File: config.mk
export PLATFORM = sky130hd
export DESIGN_NAME = bcn_texture_block_decoder_unit_flat
export DESIGN_NICKNAME = d
export VERILOG_FILES = /design/src/rtl/bcn_pkg.sv /design/src/rtl/bcn_if.sv /design/src/rtl/bcn_alpha_pal.sv /design/src/rtl/bcn_texture_block_decoder_unit.sv /design/src/flat_wrapper.sv
export SDC_FILE = /design/constraint.sdc
export NUM_CORES = 2
export LEC_CHECK = 0
export ABC_AREA = 1
export BUFFER_PORTS_ARGS = -buffer_cell sky130_fd_sc_hd__buf_4
export CAP_MARGIN = 20
export CORE_MARGIN = 3
export CORE_UTILIZATION = 40
export CTS_CLUSTER_DIAMETER = 60
export DETAILED_ROUTE_END_ITERATION = 8
export PLACE_DENSITY = 0.67
export SYNTH_ARGS = -nofsm -noshare
export SYNTH_HDL_FRONTEND = slang
export SYNTH_SLANG_ARGS = --single-unit
File: constraint.sdc
create_clock -name clk -period 13.4 [get_ports clk]
set_clock_uncertainty 0.1 [all_clocks]
set_input_delay 0.67 -clock clk [delete_from_list [all_inputs] [get_ports clk]]
set_output_delay 0.67 -clock clk [all_outputs]
set_load 0.02 [all_outputs]
File: src/rtl/bcn_pkg.sv
`timescale 1ns / 1ps

package bcn_pkg;

  // block_format codes
  localparam logic [2:0] FMT_BC1 = 3'd0;
  localparam logic [2:0] FMT_BC2 = 3'd1;
  localparam logic [2:0] FMT_BC3 = 3'd2;
  localparam logic [2:0] FMT_BC4 = 3'd3;
  localparam logic [2:0] FMT_BC5 = 3'd4;

  // index of the final pixel of a block
  localparam logic [3:0] LAST_PIX = 4'd15;

  typedef struct packed {
    logic [7:0] r;
    logic [7:0] g;
    logic [7:0] b;
    logic [7:0] a;
  } rgba_t;

  typedef rgba_t [3:0] cpal_t;

  // 8-entry alpha palette, entry 0 in bits 7:0
  typedef logic [7:0][7:0] apal_t;

  // alpha endpoints plus the six weighted sums ahead of the divide
  typedef struct packed {
    logic [7:0]       a0;
    logic [7:0]       a1;
    logic             gt;
    logic [5:0][10:0] sum;
  } asum_t;

  // v*255/31, truncated: reciprocal multiply, exact for all 5-bit v
  function automatic logic [7:0] expand5(input logic [4:0] v);
    logic [12:0] x;
    logic [28:0] p;
    x = {v, 8'd0} - 13'(v);
    p = 29'(x) * 29'd33826;
    return p[27:20];
  endfunction

  // v*255/63, truncated
  function automatic logic [7:0] expand6(input logic [5:0] v);
    logic [13:0] x;
    logic [29:0] p;
    x = {v, 8'd0} - 14'(v);
    p = 30'(x) * 30'd16645;
    return p[27:20];
  endfunction

  // x/3 for x up to 766
  function automatic logic [7:0] div3(input logic [9:0] x);
    logic [22:0] p;
    p = 23'(x) * 23'd5462;
    return p[21:14];
  endfunction

  // x/5 for x up to 1277
  function automatic logic [7:0] div5(input logic [10:0] x);
    logic [22:0] p;
    p = 23'(x) * 23'd3277;
    return p[21:14];
  endfunction

  // x/7 for x up to 1788
  function automatic logic [7:0] div7(input logic [10:0] x);
    logic [22:0] p;
    p = 23'(x) * 23'd2341;
    return p[21:14];
  endfunction

  // weighted endpoint sums with rounding bias, per alpha palette mode
  function automatic asum_t alpha_sums(input logic [7:0] a0, input logic [7:0] a1);
    asum_t s;
    s.a0 = a0;
    s.a1 = a1;
    s.gt = (a0 > a1);
    for (int k = 0; k < 6; k++) begin
      if (s.gt) begin
        s.sum[k] = 11'(6 - k) * 11'(a0) + 11'(k + 1) * 11'(a1) + 11'd3;
      end else if (k < 4) begin
        s.sum[k] = 11'(4 - k) * 11'(a0) + 11'(k + 1) * 11'(a1) + 11'd2;
      end else begin
        s.sum[k] = 11'd0;
      end
    end
    return s;
  endfunction

endpackage

File: src/rtl/bcn_if.sv
`timescale 1ns / 1ps

// compressed block channel
interface bcn_blk_if;
  logic        valid;
  logic        ready;
  logic [63:0] block_low;
  logic [63:0] block_high;

  modport source (output valid, output block_low, output block_high, input ready);
  modport sink   (input valid, input block_low, input block_high, output ready);
endinterface

// decoded pixel channel
interface bcn_pix_if;
  logic       valid;
  logic       ready;
  logic [7:0] red;
  logic [7:0] green;
  logic [7:0] blue;
  logic [7:0] alpha;
  logic [3:0] pixel_index;
  logic       last_pixel;

  modport source (output valid, output red, output green, output blue, output alpha,
                  output pixel_index, output last_pixel, input ready);
  modport sink   (input valid, input red, input green, input blue, input alpha,
                  input pixel_index, input last_pixel, output ready);
endinterface

// format register write channel
interface bcn_cfg_if;
  logic       valid;
  logic       ready;
  logic [2:0] block_format;

  modport source (output valid, output block_format, input ready);
  modport sink   (input valid, input block_format, output ready);
endinterface

File: src/rtl/bcn_alpha_pal.sv
`timescale 1ns / 1ps

// Alpha palette from registered endpoint sums: divide by 7 or by 5,
// with the fixed 0 / 255 entries in the five-step mode.
module bcn_alpha_pal (
  input  bcn_pkg::asum_t sums_i,
  output bcn_pkg::apal_t pal_o
);
  import bcn_pkg::*;

  always_comb begin
    pal_o[0] = sums_i.a0;
    pal_o[1] = sums_i.a1;
    for (int k = 0; k < 6; k++) begin
      if (sums_i.gt) begin
        pal_o[k + 2] = div7(sums_i.sum[k]);
      end else if (k < 4) begin
        pal_o[k + 2] = div5(sums_i.sum[k]);
      end else if (k == 4) begin
        pal_o[k + 2] = 8'h00;
      end else begin
        pal_o[k + 2] = 8'hFF;
      end
    end
  end

endmodule

File: src/rtl/bcn_texture_block_decoder_unit.sv
`timescale 1ns / 1ps

// BC1..BC5 texture block decoder.
// in_blk takes one 4x4 block per word (bytes 0-7 on block_low, 8-15 on
// block_high, little endian). out_pix returns the 16 pixels as straight
// RGBA8 in raster order, tagged with pixel_index and last_pixel.
// cfg_wr writes block_format (0 BC1 .. 4 BC5, other codes give black
// transparent pixels); write it only while no block is in flight.
// cfg_wr.ready is always high.
// Pixel 0 reaches out_pix through the input register, the endpoint/sum
// stage, the palette stage and the output register.
// Throughput: one pixel per cycle while out_pix.ready is high; the
// pixel emission from the palette register sets the block rate.
// The next block is taken and decoded while the current one is emitted.
// When out_pix.ready is low the output word holds and the pipeline
// stalls behind it; in_blk.ready drops once all stages are full.
// Reset (rst_n low, synchronous) empties the pipeline and sets
// block_format to BC1.
module bcn_texture_block_decoder_unit (
  input  logic       clk,
  input  logic       rst_n,
  bcn_cfg_if.sink    cfg_wr,
  bcn_blk_if.sink    in_blk,
  bcn_pix_if.source  out_pix
);
  import bcn_pkg::*;

  // format register
  logic [2:0] fmt_r;

  // stage 0: input register
  logic        s0_v_r;
  logic [63:0] s0_lo_r, s0_hi_r;

  // stage 1: expanded endpoints and alpha sums
  logic        s1_v_r;
  rgba_t       s1_ep0_r, s1_ep1_r, s1_ep0_nxt, s1_ep1_nxt;
  logic        s1_three_r, s1_three_nxt;
  logic [31:0] s1_csel_r;
  logic [47:0] s1_asel_lo_r, s1_asel_hi_r;
  logic [63:0] s1_ex_r;
  asum_t       s1_asum_lo_r, s1_asum_hi_r;

  // stage 2: palettes and per-pixel selectors, shifted as pixels go out
  logic        s2_v_r;
  logic [3:0]  s2_cnt_r;
  cpal_t       s2_cpal_r, s2_cpal_nxt;
  apal_t       s2_apal_lo_r, s2_apal_hi_r, s2_apal_lo_nxt, s2_apal_hi_nxt;
  logic [31:0] s2_csel_r;
  logic [47:0] s2_asel_lo_r, s2_asel_hi_r;
  logic [63:0] s2_ex_r;

  // output register
  logic        out_v_r;
  rgba_t       out_px_r, out_px_nxt;
  logic [3:0]  out_idx_r;
  logic        out_last_r;

  logic [63:0] cw;
  logic [15:0] c0, c1;
  logic        out_free, emit, e_done;
  logic        s2_free, s2_load, s1_free, s1_load, s0_free, in_acc;

  // pipeline flow control
  assign out_free = !out_v_r || out_pix.ready;
  assign emit     = s2_v_r && out_free;
  assign e_done   = emit && (s2_cnt_r == LAST_PIX);
  assign s2_free  = !s2_v_r || e_done;
  assign s2_load  = s1_v_r && s2_free;
  assign s1_free  = !s1_v_r || s2_load;
  assign s1_load  = s0_v_r && s1_free;
  assign s0_free  = !s0_v_r || s1_load;
  assign in_acc   = in_blk.valid && s0_free;

  assign in_blk.ready = s0_free;
  assign cfg_wr.ready = 1'b1;

  always_ff @(posedge clk) begin
    if (!rst_n) begin
      fmt_r    <= FMT_BC1;
      s0_v_r   <= 1'b0;
      s1_v_r   <= 1'b0;
      s2_v_r   <= 1'b0;
      out_v_r  <= 1'b0;
      s2_cnt_r <= 4'd0;
    end else begin
      if (cfg_wr.valid) begin
        fmt_r <= cfg_wr.block_format;
      end
      if (s0_free) begin
        s0_v_r <= in_blk.valid;
      end
      if (s1_free) begin
        s1_v_r <= s0_v_r;
      end
      if (s2_free) begin
        s2_v_r <= s1_v_r;
      end
      if (out_free) begin
        out_v_r <= s2_v_r;
      end
      if (s2_load) begin
        s2_cnt_r <= 4'd0;
      end else if (emit) begin
        s2_cnt_r <= s2_cnt_r + 4'd1;
      end
    end
  end

  // stage 1: pick the color word, expand 565 endpoints, pick palette mode
  assign cw = (fmt_r == FMT_BC1) ? s0_lo_r : s0_hi_r;
  assign c0 = cw[15:0];
  assign c1 = cw[31:16];

  always_comb begin
    s1_ep0_nxt.r = expand5(c0[15:11]);
    s1_ep0_nxt.g = expand6(c0[10:5]);
    s1_ep0_nxt.b = expand5(c0[4:0]);
    s1_ep0_nxt.a = 8'hFF;
    s1_ep1_nxt.r = expand5(c1[15:11]);
    s1_ep1_nxt.g = expand6(c1[10:5]);
    s1_ep1_nxt.b = expand5(c1[4:0]);
    s1_ep1_nxt.a = 8'hFF;
    s1_three_nxt = (fmt_r == FMT_BC1) && (c0 <= c1);
  end

  // stage 2: color palette entries 2 and 3
  always_comb begin
    s2_cpal_nxt[0] = s1_ep0_r;
    s2_cpal_nxt[1] = s1_ep1_r;
    if (!s1_three_r) begin
      s2_cpal_nxt[2].r = div3(10'({s1_ep0_r.r, 1'b0}) + 10'(s1_ep1_r.r) + 10'd1);
      s2_cpal_nxt[2].g = div3(10'({s1_ep0_r.g, 1'b0}) + 10'(s1_ep1_r.g) + 10'd1);
      s2_cpal_nxt[2].b = div3(10'({s1_ep0_r.b, 1'b0}) + 10'(s1_ep1_r.b) + 10'd1);
      s2_cpal_nxt[2].a = 8'hFF;
      s2_cpal_nxt[3].r = div3(10'(s1_ep0_r.r) + 10'({s1_ep1_r.r, 1'b0}) + 10'd1);
      s2_cpal_nxt[3].g = div3(10'(s1_ep0_r.g) + 10'({s1_ep1_r.g, 1'b0}) + 10'd1);
      s2_cpal_nxt[3].b = div3(10'(s1_ep0_r.b) + 10'({s1_ep1_r.b, 1'b0}) + 10'd1);
      s2_cpal_nxt[3].a = 8'hFF;
    end else begin
      // three-color mode: midpoint, then transparent black
      s2_cpal_nxt[2].r = 8'((9'(s1_ep0_r.r) + 9'(s1_ep1_r.r) + 9'd1) >> 1);
      s2_cpal_nxt[2].g = 8'((9'(s1_ep0_r.g) + 9'(s1_ep1_r.g) + 9'd1) >> 1);
      s2_cpal_nxt[2].b = 8'((9'(s1_ep0_r.b) + 9'(s1_ep1_r.b) + 9'd1) >> 1);
      s2_cpal_nxt[2].a = 8'hFF;
      s2_cpal_nxt[3]   = '0;
    end
  end

  // stage 2: alpha palettes for both 8-byte halves
  bcn_alpha_pal u_apal_lo (
    .sums_i (s1_asum_lo_r),
    .pal_o  (s2_apal_lo_nxt)
  );

  bcn_alpha_pal u_apal_hi (
    .sums_i (s1_asum_hi_r),
    .pal_o  (s2_apal_hi_nxt)
  );

  // pixel assembly from the low selector bits
  always_comb begin
    rgba_t      cp;
    logic [7:0] al, ah;
    logic [3:0] ex;
    cp = s2_cpal_r[s2_csel_r[1:0]];
    al = s2_apal_lo_r[s2_asel_lo_r[2:0]];
    ah = s2_apal_hi_r[s2_asel_hi_r[2:0]];
    ex = s2_ex_r[3:0];
    case (fmt_r)
      FMT_BC1: begin
        out_px_nxt = cp;
      end
      FMT_BC2: begin
        out_px_nxt   = cp;
        out_px_nxt.a = {ex, ex};
      end
      FMT_BC3: begin
        out_px_nxt   = cp;
        out_px_nxt.a = al;
      end
      FMT_BC4: begin
        out_px_nxt = '{r: al, g: al, b: al, a: 8'hFF};
      end
      FMT_BC5: begin
        out_px_nxt = '{r: al, g: ah, b: 8'h00, a: 8'hFF};
      end
      default: begin
        out_px_nxt = '0;
      end
    endcase
  end

  // datapath registers
  always_ff @(posedge clk) begin
    if (in_acc) begin
      s0_lo_r <= in_blk.block_low;
      s0_hi_r <= in_blk.block_high;
    end
    if (s1_load) begin
      s1_ep0_r     <= s1_ep0_nxt;
      s1_ep1_r     <= s1_ep1_nxt;
      s1_three_r   <= s1_three_nxt;
      s1_csel_r    <= cw[63:32];
      s1_asel_lo_r <= s0_lo_r[63:16];
      s1_asel_hi_r <= s0_hi_r[63:16];
      s1_ex_r      <= s0_lo_r;
      s1_asum_lo_r <= alpha_sums(s0_lo_r[7:0], s0_lo_r[15:8]);
      s1_asum_hi_r <= alpha_sums(s0_hi_r[7:0], s0_hi_r[15:8]);
    end
    if (s2_load) begin
      s2_cpal_r    <= s2_cpal_nxt;
      s2_apal_lo_r <= s2_apal_lo_nxt;
      s2_apal_hi_r <= s2_apal_hi_nxt;
      s2_csel_r    <= s1_csel_r;
      s2_asel_lo_r <= s1_asel_lo_r;
      s2_asel_hi_r <= s1_asel_hi_r;
      s2_ex_r      <= s1_ex_r;
    end else if (emit) begin
      s2_csel_r    <= s2_csel_r >> 2;
      s2_asel_lo_r <= s2_asel_lo_r >> 3;
      s2_asel_hi_r <= s2_asel_hi_r >> 3;
      s2_ex_r      <= s2_ex_r >> 4;
    end
    if (emit) begin
      out_px_r   <= out_px_nxt;
      out_idx_r  <= s2_cnt_r;
      out_last_r <= (s2_cnt_r == LAST_PIX);
    end
  end

  assign out_pix.valid       = out_v_r;
  assign out_pix.red         = out_px_r.r;
  assign out_pix.green       = out_px_r.g;
  assign out_pix.blue        = out_px_r.b;
  assign out_pix.alpha       = out_px_r.a;
  assign out_pix.pixel_index = out_idx_r;
  assign out_pix.last_pixel  = out_last_r;

endmodule

File: src/flat_wrapper.sv
// flat-port wrapper written by rule: the top's interface ports become plain ports
module bcn_texture_block_decoder_unit_flat import bcn_pkg::*;
  (clk, rst_n, cfg_wr_valid, cfg_wr_block_format, cfg_wr_ready, in_blk_valid, in_blk_block_low, in_blk_block_high, in_blk_ready, out_pix_valid, out_pix_red, out_pix_green, out_pix_blue, out_pix_alpha, out_pix_pixel_index, out_pix_last_pixel, out_pix_ready);
  bcn_cfg_if cfg_wr_i ();
  bcn_blk_if in_blk_i ();
  bcn_pix_if out_pix_i ();
  input  logic clk;
  input  logic rst_n;
  input wire logic [$bits(cfg_wr_i.valid)-1:0] cfg_wr_valid;
  input wire logic [$bits(cfg_wr_i.block_format)-1:0] cfg_wr_block_format;
  output wire logic [$bits(cfg_wr_i.ready)-1:0] cfg_wr_ready;
  input wire logic [$bits(in_blk_i.valid)-1:0] in_blk_valid;
  input wire logic [$bits(in_blk_i.block_low)-1:0] in_blk_block_low;
  input wire logic [$bits(in_blk_i.block_high)-1:0] in_blk_block_high;
  output wire logic [$bits(in_blk_i.ready)-1:0] in_blk_ready;
  output wire logic [$bits(out_pix_i.valid)-1:0] out_pix_valid;
  output wire logic [$bits(out_pix_i.red)-1:0] out_pix_red;
  output wire logic [$bits(out_pix_i.green)-1:0] out_pix_green;
  output wire logic [$bits(out_pix_i.blue)-1:0] out_pix_blue;
  output wire logic [$bits(out_pix_i.alpha)-1:0] out_pix_alpha;
  output wire logic [$bits(out_pix_i.pixel_index)-1:0] out_pix_pixel_index;
  output wire logic [$bits(out_pix_i.last_pixel)-1:0] out_pix_last_pixel;
  input wire logic [$bits(out_pix_i.ready)-1:0] out_pix_ready;
  assign cfg_wr_i.valid = cfg_wr_valid;
  assign cfg_wr_i.block_format = cfg_wr_block_format;
  assign cfg_wr_ready = cfg_wr_i.ready;
  assign in_blk_i.valid = in_blk_valid;
  assign in_blk_i.block_low = in_blk_block_low;
  assign in_blk_i.block_high = in_blk_block_high;
  assign in_blk_ready = in_blk_i.ready;
  assign out_pix_valid = out_pix_i.valid;
  assign out_pix_red = out_pix_i.red;
  assign out_pix_green = out_pix_i.green;
  assign out_pix_blue = out_pix_i.blue;
  assign out_pix_alpha = out_pix_i.alpha;
  assign out_pix_pixel_index = out_pix_i.pixel_index;
  assign out_pix_last_pixel = out_pix_i.last_pixel;
  assign out_pix_i.ready = out_pix_ready;
  bcn_texture_block_decoder_unit u_core (.clk(clk), .rst_n(rst_n), .cfg_wr(cfg_wr_i), .in_blk(in_blk_i), .out_pix(out_pix_i));
endmodule
==> impl_metrics.yaml <==
die:
  chipHeight_um: 533.9
  start_util_pct: 40.24
  rows: 193
  die_area_sq_um: 285000
  core_area_sq_um: 277000
  die_w_um: 533.9
  io_pins: 176
cts:
  cts_sinks: 931
  path_clk_slew_ns: 0.06
  cts_tree: "done"
  clock_latency_ns: 0.76
  cts_buffer_depth: 3
  htreeDepth: 3
  root_buffer: "clkbuf_16"
  cts_made_buffers: 113
timing:
  hold_viol_final: 0
  finalSetupViolCount: 0
  period_share_pct: 50.81
  slew_viol_final: 0
  worst_slew_pin_slew_ns: 1.037
  layout_setup_ws_ns: 6.591
  timing.fmax_ghz: 0.1469
  maxSlewHeadroom_pct: 30.84
  rsz0062_at_grt: "no"
  setup_tns_ns: 0
  final.min_clock_period_ns: 6.809
global_routing:
  grt_pass1_vias: 86946
  grt_max_degree: 147
  busiest_layer: "met2"
  grt.met1_usage_pct: 26.78
  grtUsageTotal_pct: 20.14
  use_met3_pct: 2.159
  grt_use_met2_pct: 33.83
  overflow: 0
  grt_pass1_wl_um: 464100
  antenna_found_initial: 9
synthesis:
  syn-mean-instance-area_sq_um: 8.600
  synth_fp_nets: 16141
  ys_dominant_reg_cell: "edfxtp_1"
  yosys_warnings: 0
  synth_edf_count: 920
  synth-seq-cells: 931
  synth.largest_area_cell: "ha_1"
  mappedNetlistArea_sq_um: 111500
  yosysSeqAreaShare_pct: 24.98
  syn-instance-count: 12962
  post_synth_num_cell_types: 62
  synth_top_area_share_pct: 26.34
  yosysMostFrequentCell: "nand2_1"
  synth_area_leaders: "ha_1 (26%), edfxtp_1 (25%), fa_1 (12%)"
  ys_top_cells_by_count: "nand2_1 (2,737), ha_1 (2,347), inv_1 (2,190), edfxtp_1 (920), nor2_1 (882)"
  synthArstFlopShare_pct: 0
detailed_routing:
  dr_total_vias: 87308
  routed_wl_um: 288700
  remaining_drc_errors: 0
  ant_nets: 0
  drt_pass1_iterations: 6
  viasPerCell: 5.105
  wl_per_cell_um: 16.88
  initialDrtViolationCount: 5819
worst_setup_path:
  critPathArrivalTime_ns: 7.22
  cp_top_family: "adder cells"
  path_max_fanout: 59
  crit_buf_inv: 4
  path_class: "flip-flop to flip-flop"
  cp.required_ns: 13.81
  max_stage_delay_ns: 0.69
  crit_path_end_kind: "flip-flop"
  crit_path_frequent_cell: "nand2_1"
  critPathSlowestCell: "buf_4"
  start_kind: "flip-flop"
place:
  dpl.hpwl_um: 233700
  gp_congestion: 0.9103
  place_area_sq_um: 117400
  io_buffers: 174
  post-place-ws_ns: 6.644
outcome:
  status: "complete, no violations"
finish:
  areaGrowthSynthToFinish_pct: 9.842
  post-route-util_pct: 44.21
  stdcell_area_sq_um: 122400
  drive_above_1_share_pct: 3.905
  finalNetCount: 16487
job:
  drv_cap: 0
min_path:
  hold_path_class: "input port to flip-flop"
## registers in the layout, summed over array words and instances, names as in the netlist, 62 cells and up
name,count
u_core.s1_asum_lo_r,80
u_core.s1_asum_hi_r,82
u_core.s0_hi_r,64
u_core.s2_apal_lo_r,64
u_core.s0_lo_r,64
u_core.s2_cpal_r,97
u_core.s2_apal_hi_r,64
u_core.s2_ex_r,62
## per-layer routing
metal | routed length [um] | vias to the layer above
li1 | - | 44091
met1 | 129700 | 40798
met2 | 132800 | 2011
met3 | 14240 | 406
met4 | 11950 | 2
met5 | 13 | -
## what timing repair did
item / in CTS / in global routing
resized for setup: 0 / 0
hold buffers: 118 / 0
setup buffers: 0 / 0
hold endpoints to repair: 118 / 0
## cells in the final DEF, fill, tap and decap left out, types with 12 or more instances in the layout
cell type      count
a211oi_1          27
a21boi_0          20
a21o_1            72
a21oi_1          817
a31oi_1           53
buf_4            242
clkbuf_16        113
clkinv_1          14
clkinv_2          17
dlygate4sd3_1    118
edfxtp_1         920
fa_1             696
ha_1            2347
inv_1           2185
inv_2             12
mux2i_1           16
nand2_1         2735
nand2_2           12
nand3_1          510
nand3b_1          35
nand4_1          119
nor2_1           882
nor3_1           103
nor3b_1           16
nor4_1            18
o211ai_1          37
o21a_1            52
o21ai_0          589
o21ai_2           21
o21bai_1          76
o221ai_1          15
o22ai_1           33
o31ai_1           17
o32ai_1           20
or2_2             28
xnor2_1           79
xor2_1           178
## per-stage QoR
step / cells / hold slack (ns)
2_1_floorplan: 12962 / 0.3003
3_3_place_gp: 16779 / 0.3021
3_5_place_dp: 16779 / 0.3045
4_1_cts: 17098 / 0.0001196
5_1_grt: 17099 / 0.02013
6_report: 17102 / 0.06691
## kinds of logic after synthesis
logic type	after synthesis	synth area share [%]
compound gates	1894	9.590
xor+xnor	257	2.019
fa+ha+maj	3043	38.84
buf+inv	2334	7.919
flops	931	24.98
mux	19	0.2043
other cells	1	0.003364
simple gates	4483	16.44
## worst register-to-register path: stages (launching register included)
cell     delay [ns]
dfxtp_1        0.53
nor2_4         0.11
nand2_4        0.37
buf_4          0.69
nand2_1        0.18
nand2_1        0.27
nand3_2        0.13
nor2_2         0.14
inv_1          0.07
o21ai_0        0.56
ha_1           0.27
ha_1           0.14
inv_1          0.05
fa_1           0.44
fa_1           0.51
inv_1          0.04
ha_1           0.28
ha_1           0.28
ha_1           0.33
nand2_1        0.12
o21ai_0        0.36
a21oi_1        0.08
nor2_1         0.10
nor2_1         0.05
nand2_1        0.18
nand2_1        0.08
nand2_1        0.07
nand2_1        0.04
## cell type report
class                   instances  area [sq um]
diodes                          3         7.507
clock buffers                 124          2869
clock inverters                77         909.6
fillers                     26850        154500
inverters                    2202          8285
multi-input cells            9697         74820
flip-flops and latches        931         27850
well taps                    3705          4636
repair buffers                363          3065
## path summary, 6_finish.rpt
path                                                         from                                end  slack (ns)  depth (start not counted)
worst max-delay path                 u_core.fmt_r[0]$_SDFFE_PN0P_      u_core.s1_ep1_r[23]$_DFFE_PP_        6.59                         27
worst min-delay path                         in_blk_block_low[16]       u_core.s0_lo_r[16]$_DFFE_PP_        0.07                          1
worst max register to register       u_core.fmt_r[0]$_SDFFE_PN0P_      u_core.s1_ep1_r[23]$_DFFE_PP_        6.59                         27
worst min register to register  u_core.s1_asum_hi_r[69]$_DFFE_PP_  u_core.s2_apal_hi_r[10]$_DFFE_PP_        0.31                          0
Power is not shown: default switching activity piles up to over one toggle a cycle in this logic, so the estimate is an artifact.
